--- config.mk ---
export PLATFORM = sky130hd
export DESIGN_NAME = url_wildcard_matcher_flat
export DESIGN_NICKNAME = d
export VERILOG_FILES = /design/src/hw/rtl/uwm_pkg.sv /design/src/hw/rtl/uwm_if.sv /design/src/hw/rtl/uwm_cell.sv /design/src/hw/rtl/url_wildcard_matcher.sv /design/src/flat_wrapper.sv
export SDC_FILE = /design/constraint.sdc
export NUM_CORES = 2
export LEC_CHECK = 0
export ABC_AREA = 1
export BUFFER_PORTS_ARGS = -buffer_cell sky130_fd_sc_hd__buf_2
export CAP_MARGIN = 15
export CORE_AREA = 2 2 293 295
export CTS_BUF_LIST = sky130_fd_sc_hd__clkbuf_4
export CTS_CLUSTER_DIAMETER = 80
export DETAILED_ROUTE_END_ITERATION = 8
export DIE_AREA = 0 0 295 297
export PLACE_DENSITY = 0.73
export REMOVE_ABC_BUFFERS = 1
export SLEW_MARGIN = 25
export SYNTH_ARGS = -nofsm -noshare
export SYNTH_HDL_FRONTEND = slang
export SYNTH_SLANG_ARGS = --single-unit
--- constraint.sdc ---
create_clock -name clk -period 25.2 [get_ports clk]
set_clock_uncertainty 0.2 [all_clocks]
set_input_delay 1.26 -clock clk [delete_from_list [all_inputs] [get_ports clk]]
set_output_delay 1.26 -clock clk [all_outputs]
set_load 0.1 [all_outputs]
--- src/hw/rtl/uwm_pkg.sv ---
`timescale 1ns / 1ps
`default_nettype none

package uwm_pkg;

  localparam int BYTE_W      = 8;
  localparam int PLEN_W      = 6;
  localparam int CFG_IDX_W   = 3;
  localparam int CFG_DATA_W  = 64;
  localparam int PAT_REGS    = 6;
  localparam int PAT_BYTES   = PAT_REGS * CFG_DATA_W / BYTE_W;

  localparam logic [BYTE_W-1:0] CH_STAR  = 8'h2A;
  localparam logic [BYTE_W-1:0] CH_SLASH = 8'h2F;

  // configuration register indexes
  localparam logic [CFG_IDX_W-1:0] CFG_PATTERN_LENGTH    = 3'd0;
  localparam logic [CFG_IDX_W-1:0] CFG_PATTERN_CHARS_0_7 = 3'd1;
  localparam logic [CFG_IDX_W-1:0] CFG_PATTERN_CHARS_LAST = 3'd6;

  // beat travelling down the cell chain, one DP row skewed by one column per cell
  typedef struct packed {
    logic              valid;
    logic [BYTE_W-1:0] url_byte;
    logic              last;
    logic              kill;   // star cells still inside the hostname on a '/' row
    logic              left;   // this row, previous column
    logic              diag;   // previous row, previous column
    logic              res;    // final-column value once passed
  } cell_bus_t;

endpackage

`default_nettype wire

--- src/hw/rtl/uwm_if.sv ---
`timescale 1ns / 1ps
`default_nettype none

interface uwm_in_if;
  logic                         valid;
  logic                         ready;
  logic [uwm_pkg::BYTE_W-1:0]   url_byte;
  logic                         url_last;
  modport source (output valid, output url_byte, output url_last, input ready);
  modport sink   (input valid, input url_byte, input url_last, output ready);
endinterface

interface uwm_out_if;
  logic valid;
  logic ready;
  logic matched;
  modport source (output valid, output matched, input ready);
  modport sink   (input valid, input matched, output ready);
endinterface

interface uwm_cfg_if;
  logic                             valid;
  logic                             ready;
  logic [uwm_pkg::CFG_IDX_W-1:0]    reg_index;
  logic [uwm_pkg::CFG_DATA_W-1:0]   wdata;
  modport source (output valid, output reg_index, output wdata, input ready);
  modport sink   (input valid, input reg_index, input wdata, output ready);
endinterface

`default_nettype wire

--- src/hw/rtl/uwm_cell.sv ---
`timescale 1ns / 1ps
`default_nettype none

module uwm_cell (
  input  wire logic                       clk,
  input  wire logic                       rst_n,
  input  wire logic                       adv,
  input  wire logic [uwm_pkg::BYTE_W-1:0] pat_byte,
  input  wire logic                       col_en,
  input  wire logic                       col_tail,
  input  wire logic                       seed_en,
  input  wire uwm_pkg::cell_bus_t         bus_i,
  output uwm_pkg::cell_bus_t              bus_o
);

  import uwm_pkg::*;

  logic      above_r;
  logic      above_nxt;
  cell_bus_t bus_r;
  cell_bus_t bus_nxt;

  logic hit;
  logic above;
  logic cell_bit;

  always_comb begin
    hit   = (bus_i.url_byte == pat_byte);
    // leading star: row zero carries a one in column one
    above = above_r | (seed_en & bus_i.diag & (pat_byte == CH_STAR));
    if (hit) begin
      cell_bit = bus_i.diag;
    end else if (pat_byte == CH_STAR) begin
      cell_bit = ~bus_i.kill & (bus_i.left | above);
    end else begin
      cell_bit = 1'b0;
    end
    cell_bit = cell_bit & col_en;

    bus_nxt          = bus_i;
    bus_nxt.kill     = bus_i.kill & ~(hit & (bus_i.url_byte == CH_SLASH));
    bus_nxt.left     = cell_bit;
    bus_nxt.diag     = above & col_en;
    bus_nxt.res      = col_tail ? cell_bit : bus_i.res;

    above_nxt = bus_i.last ? 1'b0 : cell_bit;
  end

  always_ff @(posedge clk) begin
    if (!rst_n) begin
      above_r     <= 1'b0;
      bus_r.valid <= 1'b0;
    end else if (adv) begin
      bus_r.valid <= bus_nxt.valid;
      if (bus_i.valid) begin
        above_r <= above_nxt;
      end
    end
    if (adv) begin
      bus_r.url_byte <= bus_nxt.url_byte;
      bus_r.last     <= bus_nxt.last;
      bus_r.kill     <= bus_nxt.kill;
      bus_r.left     <= bus_nxt.left;
      bus_r.diag     <= bus_nxt.diag;
      bus_r.res      <= bus_nxt.res;
    end
  end

  assign bus_o = bus_r;

endmodule

`default_nettype wire

--- src/hw/rtl/url_wildcard_matcher.sv ---
// Wildcard URL matcher: URL bytes stream in one beat per cycle and run down a chain of
// PATTERN_MAX cells, one per pattern column, each registering its column of the DP row
// from its left neighbor's output. A beat flagged url_last produces one result beat
// (matched) once it has passed every cell and the result register; other beats produce
// nothing. Throughput is one byte per cycle, since the chain is fully pipelined; the
// whole chain holds while a result beat waits on out_bus.ready, and in_bus.ready is
// low after each configuration write while the pattern's slash flag
// is recomputed. cfg_bus.ready is always high. The user must write configuration with
// no bytes in the chain; the block itself does not enforce it.
`timescale 1ns / 1ps
`default_nettype none

module url_wildcard_matcher #(
  parameter int PATTERN_MAX = 48
) (
  input wire logic clk,
  input wire logic rst_n,
  uwm_in_if.sink   in_bus,
  uwm_out_if.source out_bus,
  uwm_cfg_if.sink  cfg_bus
);

  import uwm_pkg::*;

  logic [PLEN_W-1:0]     plen_r;
  logic [CFG_DATA_W-1:0] pat_words_r [PAT_REGS];
  logic                  has_slash_r;
  logic                  has_slash_nxt;
  logic                  cfg_pend_r;
  logic                  first_r;
  logic                  host_seen_r;
  logic                  out_valid_r;
  logic                  out_matched_r;

  logic [PLEN_W-1:0]     plen_used;
  logic                  adv;
  logic                  in_acc;
  logic                  cfg_acc;
  logic [PATTERN_MAX-1:0] col_en;
  logic [PATTERN_MAX-1:0] col_tail;
  logic [BYTE_W-1:0]      col_byte [PATTERN_MAX];
  cell_bus_t              chain [PATTERN_MAX+1];

  assign cfg_bus.ready = 1'b1;
  assign cfg_acc       = cfg_bus.valid & cfg_bus.ready;
  assign adv           = ~out_valid_r | out_bus.ready;
  assign in_bus.ready  = adv & ~cfg_pend_r;
  assign in_acc        = in_bus.valid & in_bus.ready;

  assign plen_used = (plen_r > PLEN_W'(PATTERN_MAX)) ? PLEN_W'(PATTERN_MAX) : plen_r;

  // ---- configuration ----
  always_ff @(posedge clk) begin
    if (!rst_n) begin
      plen_r     <= '0;
      for (int i = 0; i < PAT_REGS; i++) begin
        pat_words_r[i] <= '0;
      end
      cfg_pend_r  <= 1'b0;
      has_slash_r <= 1'b0;
    end else begin
      cfg_pend_r  <= cfg_acc;
      has_slash_r <= has_slash_nxt;
      if (cfg_acc) begin
        if (cfg_bus.reg_index == CFG_PATTERN_LENGTH) begin
          plen_r <= cfg_bus.wdata[PLEN_W-1:0];
        end else if (cfg_bus.reg_index >= CFG_PATTERN_CHARS_0_7 &&
                     cfg_bus.reg_index <= CFG_PATTERN_CHARS_LAST) begin
          pat_words_r[cfg_bus.reg_index - CFG_PATTERN_CHARS_0_7] <= cfg_bus.wdata;
        end
      end
    end
  end

  // per-column pattern byte and enables
  for (genvar g = 0; g < PATTERN_MAX; g++) begin : g_col
    if (g < PAT_BYTES) begin : g_byte
      assign col_byte[g] = pat_words_r[g / 8][(g % 8) * BYTE_W +: BYTE_W];
    end else begin : g_zero
      assign col_byte[g] = '0;
    end
    assign col_en[g]   = (PLEN_W'(g + 1) <= plen_used);
    assign col_tail[g] = (PLEN_W'(g + 1) == plen_used);
  end

  // does the active pattern contain a '/'; a '/' row then ends the hostname
  always_comb begin
    has_slash_nxt = 1'b0;
    for (int i = 0; i < PATTERN_MAX; i++) begin
      has_slash_nxt = has_slash_nxt | (col_en[i] & (col_byte[i] == CH_SLASH));
    end
  end

  // ---- URL-level state ----
  always_ff @(posedge clk) begin
    if (!rst_n) begin
      first_r     <= 1'b1;
      host_seen_r <= 1'b0;
    end else if (in_acc) begin
      if (in_bus.url_last) begin
        first_r     <= 1'b1;
        host_seen_r <= 1'b0;
      end else begin
        first_r     <= 1'b0;
        host_seen_r <= host_seen_r | ((in_bus.url_byte == CH_SLASH) & has_slash_r);
      end
    end
  end

  assign chain[0].valid    = in_acc;
  assign chain[0].url_byte = in_bus.url_byte;
  assign chain[0].last     = in_bus.url_last;
  assign chain[0].kill     = ~host_seen_r & (in_bus.url_byte == CH_SLASH);
  assign chain[0].left     = 1'b0;
  assign chain[0].diag     = first_r;
  assign chain[0].res      = 1'b0;

  for (genvar g = 0; g < PATTERN_MAX; g++) begin : g_cell
    uwm_cell u_cell (
      .clk      (clk),
      .rst_n    (rst_n),
      .adv      (adv),
      .pat_byte (col_byte[g]),
      .col_en   (col_en[g]),
      .col_tail (col_tail[g]),
      .seed_en  (g == 0),
      .bus_i    (chain[g]),
      .bus_o    (chain[g+1])
    );
  end

  // ---- result register ----
  always_ff @(posedge clk) begin
    if (!rst_n) begin
      out_valid_r <= 1'b0;
    end else if (adv) begin
      out_valid_r <= chain[PATTERN_MAX].valid & chain[PATTERN_MAX].last;
    end
  end

  always_ff @(posedge clk) begin
    if (adv) begin
      out_matched_r <= chain[PATTERN_MAX].res;
    end
  end

  assign out_bus.valid   = out_valid_r;
  assign out_bus.matched = out_matched_r;

  // ---- assertions ----
  a_cfg_blocks_input: assert property (@(posedge clk) disable iff (!rst_n)
    cfg_acc |=> !in_bus.ready)
    else $error("input accepted right after a config write");

  a_last_restarts: assert property (@(posedge clk) disable iff (!rst_n)
    (in_acc && in_bus.url_last) |=> (first_r && !host_seen_r))
    else $error("URL state not restored after last beat");

  a_host_hold: assert property (@(posedge clk) disable iff (!rst_n)
    (in_acc && !in_bus.url_last && in_bus.url_byte != CH_SLASH)
      |=> (host_seen_r == $past(host_seen_r)))
    else $error("hostname flag moved on a non-slash byte");

  a_result_emit: assert property (@(posedge clk) disable iff (!rst_n)
    (adv && chain[PATTERN_MAX].valid && chain[PATTERN_MAX].last)
      |=> (out_valid_r && out_matched_r == $past(chain[PATTERN_MAX].res)))
    else $error("chain tail result not captured");

  a_no_spurious: assert property (@(posedge clk) disable iff (!rst_n)
    (adv && !(chain[PATTERN_MAX].valid && chain[PATTERN_MAX].last)) |=> !out_valid_r)
    else $error("result beat without a last byte");

endmodule

`default_nettype wire

--- src/flat_wrapper.sv ---
// flat-port wrapper written by rule: the top's interface ports become plain ports
module url_wildcard_matcher_flat import uwm_pkg::*;
#(
  parameter int PATTERN_MAX = 48
)
  (clk, rst_n, in_bus_valid, in_bus_url_byte, in_bus_url_last, in_bus_ready, out_bus_valid, out_bus_matched, out_bus_ready, cfg_bus_valid, cfg_bus_reg_index, cfg_bus_wdata, cfg_bus_ready);
  uwm_in_if in_bus_i ();
  uwm_out_if out_bus_i ();
  uwm_cfg_if cfg_bus_i ();
  input wire logic clk;
  input wire logic rst_n;
  input wire logic [$bits(in_bus_i.valid)-1:0] in_bus_valid;
  input wire logic [$bits(in_bus_i.url_byte)-1:0] in_bus_url_byte;
  input wire logic [$bits(in_bus_i.url_last)-1:0] in_bus_url_last;
  output wire logic [$bits(in_bus_i.ready)-1:0] in_bus_ready;
  output wire logic [$bits(out_bus_i.valid)-1:0] out_bus_valid;
  output wire logic [$bits(out_bus_i.matched)-1:0] out_bus_matched;
  input wire logic [$bits(out_bus_i.ready)-1:0] out_bus_ready;
  input wire logic [$bits(cfg_bus_i.valid)-1:0] cfg_bus_valid;
  input wire logic [$bits(cfg_bus_i.reg_index)-1:0] cfg_bus_reg_index;
  input wire logic [$bits(cfg_bus_i.wdata)-1:0] cfg_bus_wdata;
  output wire logic [$bits(cfg_bus_i.ready)-1:0] cfg_bus_ready;
  assign in_bus_i.valid = in_bus_valid;
  assign in_bus_i.url_byte = in_bus_url_byte;
  assign in_bus_i.url_last = in_bus_url_last;
  assign in_bus_ready = in_bus_i.ready;
  assign out_bus_valid = out_bus_i.valid;
  assign out_bus_matched = out_bus_i.matched;
  assign out_bus_i.ready = out_bus_ready;
  assign cfg_bus_i.valid = cfg_bus_valid;
  assign cfg_bus_i.reg_index = cfg_bus_reg_index;
  assign cfg_bus_i.wdata = cfg_bus_wdata;
  assign cfg_bus_ready = cfg_bus_i.ready;
  url_wildcard_matcher #(.PATTERN_MAX(PATTERN_MAX)) u_core (.clk(clk), .rst_n(rst_n), .in_bus(in_bus_i), .out_bus(out_bus_i), .cfg_bus(cfg_bus_i));
endmodule
==> summary by stage <==
Run status
The flow ran to the end, and the final reports show no timing, DRC or antenna violations.

Timing
The final hold violation count is 0. The achievable clock frequency is 213 MHz. After layout, the worst path uses 18.6% of the clock period. The slew at the pin closest to its max-slew limit is 1240 ps. The aggregate negative setup slack is 0 ps. Setup violations remaining at the end of the flow were counted as 0. The clock period could shrink to 4700 ps. Setup repair after global routing left no endpoint under its margin. The count of pins over their slew limit is 0. The worst pin sits at a relative slew slack of 17.1%.

Power
In this run the static leakage power is 0.0214 uW. The total power of the final layout is 3940 uW. The maximum vdd drop is 45.5 uV. The power density relative to cell area is 74.0 nW/um^2.

Cells and area
From synthesis to final layout, the design area changed by 11.4%. The share of layout cells above drive strength 1 is 13.9%. The final cell count without fillers is 6024.

After the last flow step, the layout net total stands at 4748.

Yosys
The cell count after synthesis is 4333. The flip-flop and latch count after synthesis is 1105. Of the synthesized area, sequential elements account for 67.2%.

The leading register cell type out of synthesis is sky130_fd_sc_hd__edfxtp_1. Synthesis instantiated 56 different standard cells from the library. The synthesized netlist occupies a cell area of 47800 sq um. The count of warnings emitted by yosys is 0. Of all flip-flops after synthesis, the portion carrying an async set or reset was 0%. Each instance of the synthesized netlist takes up on average 11.0 sq um. The number of enable flip-flop cells after synthesis is 998.

CTS
The tree built by TritonCTS fans out to 1105 sinks. The hold buffer count at cts is 0. The tree is rooted in a sky130_fd_sc_hd__clkbuf_4. Clock latency on the worst-skew pair, taken at its later pin, is 1150 ps. Clock tree synthesis inserted a total of 291 buffers. The longest clock path from root to sink contains 4 buffers. The H-tree level count is 5.

After clock tree synthesis, the setup repair step added 0 buffers. TritonCTS built the clock tree. The clock input transition at the sequential cells of the worst setup and hold paths is 70 ps.

Once the clock tree was built, the resizer swapped 0 gates to a different size.

Worst hold path
The worst hold path belongs to the class in2reg. The worst hold path cell count is 1. The worst hold path begins at in_bus_url_byte[6].

The sink of the worst hold path is u_core.g_cell[0].u_cell.bus_o[11].

GRT
The number of global-route vias before repair is 32.8k. Summed over all layers, the global routing overflow is 0. The number of antenna violations at the first check in global routing is 24. The overall global routing resource usage is 32.7%. The pin count of the biggest net entering global routing is 116. The first-pass GRT wire length is 205 mm.

Setup path
Traced cell by cell, the critical path runs through inv_1 -> nor2_4 -> buf_4 -> inv_8 -> buf_4 -> buf_4 -> buf_4 -> nand2_1 -> nor2_1 -> nand3_1 -> a21oi_1. The startpoint identified for the worst register-to-register timing path is u_core.out_bus.valid. The library cell appearing most often on the critical path is sky130_fd_sc_hd__buf_4. The cell at the slowest stage of the critical path is sky130_fd_sc_hd__buf_4. The endpoint identified for the worst register-to-register timing path is u_core.g_cell[5].u_cell.above_r. Of all nets on the critical path, the largest fanout is 115. For this run, the slowest stage of the critical path takes 810 ps. The worst setup path is launched from a flip-flop. STA classifies the critical path endpoint as a flip-flop. STA puts the critical path data arrival time at 5540 ps.

The length in cells of the worst reg-to-reg path is 11. The required time at the endpoint of the critical path is 26040 ps. The setup path with the least slack is of type reg2reg.

In this run the register-to-register setup slack is 20500 ps.

Run
The total of max-cap violations is 0.

Routing
Wires add up to 142 mm. The number of nets still failing antenna checks after routing is 0. The post-detailed-route via-to-cell ratio is 5.76. The first routing iteration left 4941 violations. Dividing the detail-routed wire length by the instance count gives 23.6 um. The DRC violations left is 0. The first TritonRoute pass finished after 8 iterations. Detailed routing inserted a total of 34.7k vias.

Die
The die boundary width is 295 um. The floorplan step defined a die boundary enclosing 87600 sq um. The core region is 84500 sq um.

The die is 297 um tall. The number of cell rows is 107. The count of boundary I/O pins is 85. The initial utilization of the core area, before any placement, comes to 56.6%.

Place
The placer congestion estimate is 0.967. In this run, placement finished with an instance count of 5514. Detailed placement finished with a half-perimeter wire length of 94.7 mm. The count of buffers inserted at the top-level ports is 83.
## metrics by stage
| stage | setup slack, ps | area [sq um] | utilization, % | hold WS [ps] |
|---|---|---|---|---|
| 2_1_floorplan | 9170 | 47500 | - | 200 |
| 6_report | 20500 | 53200 | 63.0 | 122 |
| 5_1_grt | 20170 | 53200 | 63.0 | 86.6 |
| 4_1_cts | 20550 | 53200 | 63.0 | 26.7 |
| 3_5_place_dp | 19590 | 49500 | 58.7 | 208 |
| 3_3_place_gp | 19660 | 49500 | 58.6 | 205 |
## per-layer routing
metal / track usage, % / wire length [um]
met5: 0.277 / 67
met2: 47.8 / 62800
met3: 10.0 / 17200
met4: 22.4 / 9900
met1: 41.8 / 52200
## state kept, by name, indices dropped and copies added, names as in the netlist
name and count:
u_core.g_cell.u_cell.bus_o 661, u_core.pat_words_r 384, u_core.g_cell.u_cell.above_r 48, u_core.plen_r 6, u_core.cfg_pend_r 1, u_core.first_r 1
u_core.has_slash_r 1, u_core.host_seen_r 1, u_core.out_bus.matched 1, u_core.out_bus.valid 1
## area by class of cell
class / instances / area, sq um
antenna: 15 / 37.5
tap: 1144 / 1430
clock inverter: 66 / 418
fill: 6553 / 31200
clock buffer: 429 / 3220
timing repair buffer: 107 / 603
sequential: 1105 / 32100
inverter: 560 / 2130
multi-input combinational: 2598 / 13300
## cell usage in the layout, fill, tap and decap left out, drive strengths merged, types with 3 or more instances in the layout
cell       n
nor4      22
xor2      56
and3       5
buf      107
o211ai     4
bufinv     6
a31oi      6
dfxtp    107
or2       20
nor3b     44
o21a       3
nand3    159
ha         4
o211a      5
nand3b    20
o2111ai   16
diode     15
nor3      60
o21ai     51
nor2     674
nand4    203
o31ai     47
clkbuf   429
a21boi     6
edfxtp   998
mux2i      4
inv      565
xnor2    216
mux2       8
nand2    826
clkinv    55
a21oi    133
## power by group
group	leakage, uW	total [uW]	internal [uW]	switching, uW
clock network	0.00219	1570	839	728
registers	0.0114	2160	2080	82.1
logic	0.00779	213	71.0	142
## Yosys cell counts, types with 3 or more instances
library cell | n | area, sq um
sky130_fd_sc_hd__o21a_1 | 3 | 22.5
sky130_fd_sc_hd__nor3b_1 | 44 | 330
sky130_fd_sc_hd__dfxtp_1 | 107 | 2140
sky130_fd_sc_hd__a31oi_1 | 6 | 37.5
sky130_fd_sc_hd__o2111ai_1 | 16 | 140
sky130_fd_sc_hd__o211ai_1 | 4 | 30.0
sky130_fd_sc_hd__and3_1 | 5 | 31.3
sky130_fd_sc_hd__inv_2 | 27 | 101
sky130_fd_sc_hd__edfxtp_1 | 998 | 30000
sky130_fd_sc_hd__nand3_1 | 156 | 781
sky130_fd_sc_hd__or2_2 | 20 | 125
sky130_fd_sc_hd__ha_1 | 4 | 50.1
sky130_fd_sc_hd__mux2_2 | 8 | 90.1
sky130_fd_sc_hd__a21boi_0 | 5 | 37.5
sky130_fd_sc_hd__nor2_4 | 6 | 67.6
sky130_fd_sc_hd__nand2_4 | 5 | 56.3
sky130_fd_sc_hd__o31ai_1 | 47 | 353
sky130_fd_sc_hd__nand2_1 | 807 | 3030
sky130_fd_sc_hd__nor3_1 | 60 | 300
sky130_fd_sc_hd__buf_6 | 3 | 33.8
sky130_fd_sc_hd__o21ai_0 | 47 | 235
sky130_fd_sc_hd__nor4_1 | 22 | 138
sky130_fd_sc_hd__inv_1 | 530 | 1990
sky130_fd_sc_hd__buf_4 | 3 | 22.5
sky130_fd_sc_hd__mux2i_1 | 4 | 40.0
sky130_fd_sc_hd__buf_2 | 37 | 185
sky130_fd_sc_hd__nor2_2 | 9 | 56.3
sky130_fd_sc_hd__xnor2_1 | 216 | 1890
sky130_fd_sc_hd__o211a_1 | 5 | 50.1
sky130_fd_sc_hd__a21oi_1 | 128 | 641
sky130_fd_sc_hd__a21oi_2 | 3 | 26.3
sky130_fd_sc_hd__nand3b_1 | 20 | 150
sky130_fd_sc_hd__nand4_1 | 202 | 1260
sky130_fd_sc_hd__nor2_1 | 658 | 2470
sky130_fd_sc_hd__clkbuf_1 | 25 | 93.8
sky130_fd_sc_hd__nand2_2 | 13 | 81.3
sky130_fd_sc_hd__xor2_1 | 56 | 490
## worst max-delay path: cells and delay by family (launching register included)
kind / cells / cell delay (ps)
buffers and inverters: 6 / 3300
AND/OR/NAND/NOR: 4 / 470
flip-flops: 1 / 300
AO/OA/AOI/OAI: 1 / 130
## worst max path at each step
stage               slack, ps                                to            startpoint
finish                  20500   u_core.g_cell[5].u_cell.above_r  u_core.out_bus.valid
global route            20170   u_core.g_cell[2].u_cell.above_r  u_core.out_bus.valid
CTS                     20550   u_core.g_cell[5].u_cell.above_r  u_core.out_bus.valid
detailed placement      19590   u_core.g_cell[5].u_cell.above_r         out_bus_ready
global placement        19660   u_core.g_cell[2].u_cell.above_r         out_bus_ready
floorplan                9170  u_core.g_cell[20].u_cell.above_r         out_bus_ready
## logic make-up after synthesis
group / Yosys count / share of synthesized area [%]
simple gates: 2033 / 18.8
flops: 1105 / 67.2
buf+inv: 630 / 5.15
compound gates: 276 / 3.53
xor+xnor: 272 / 4.98
mux: 12 / 0.272
fa+ha+maj: 4 / 0.105
other cells: 1 / 0.00785
Power figures use the tool's default switching activity.
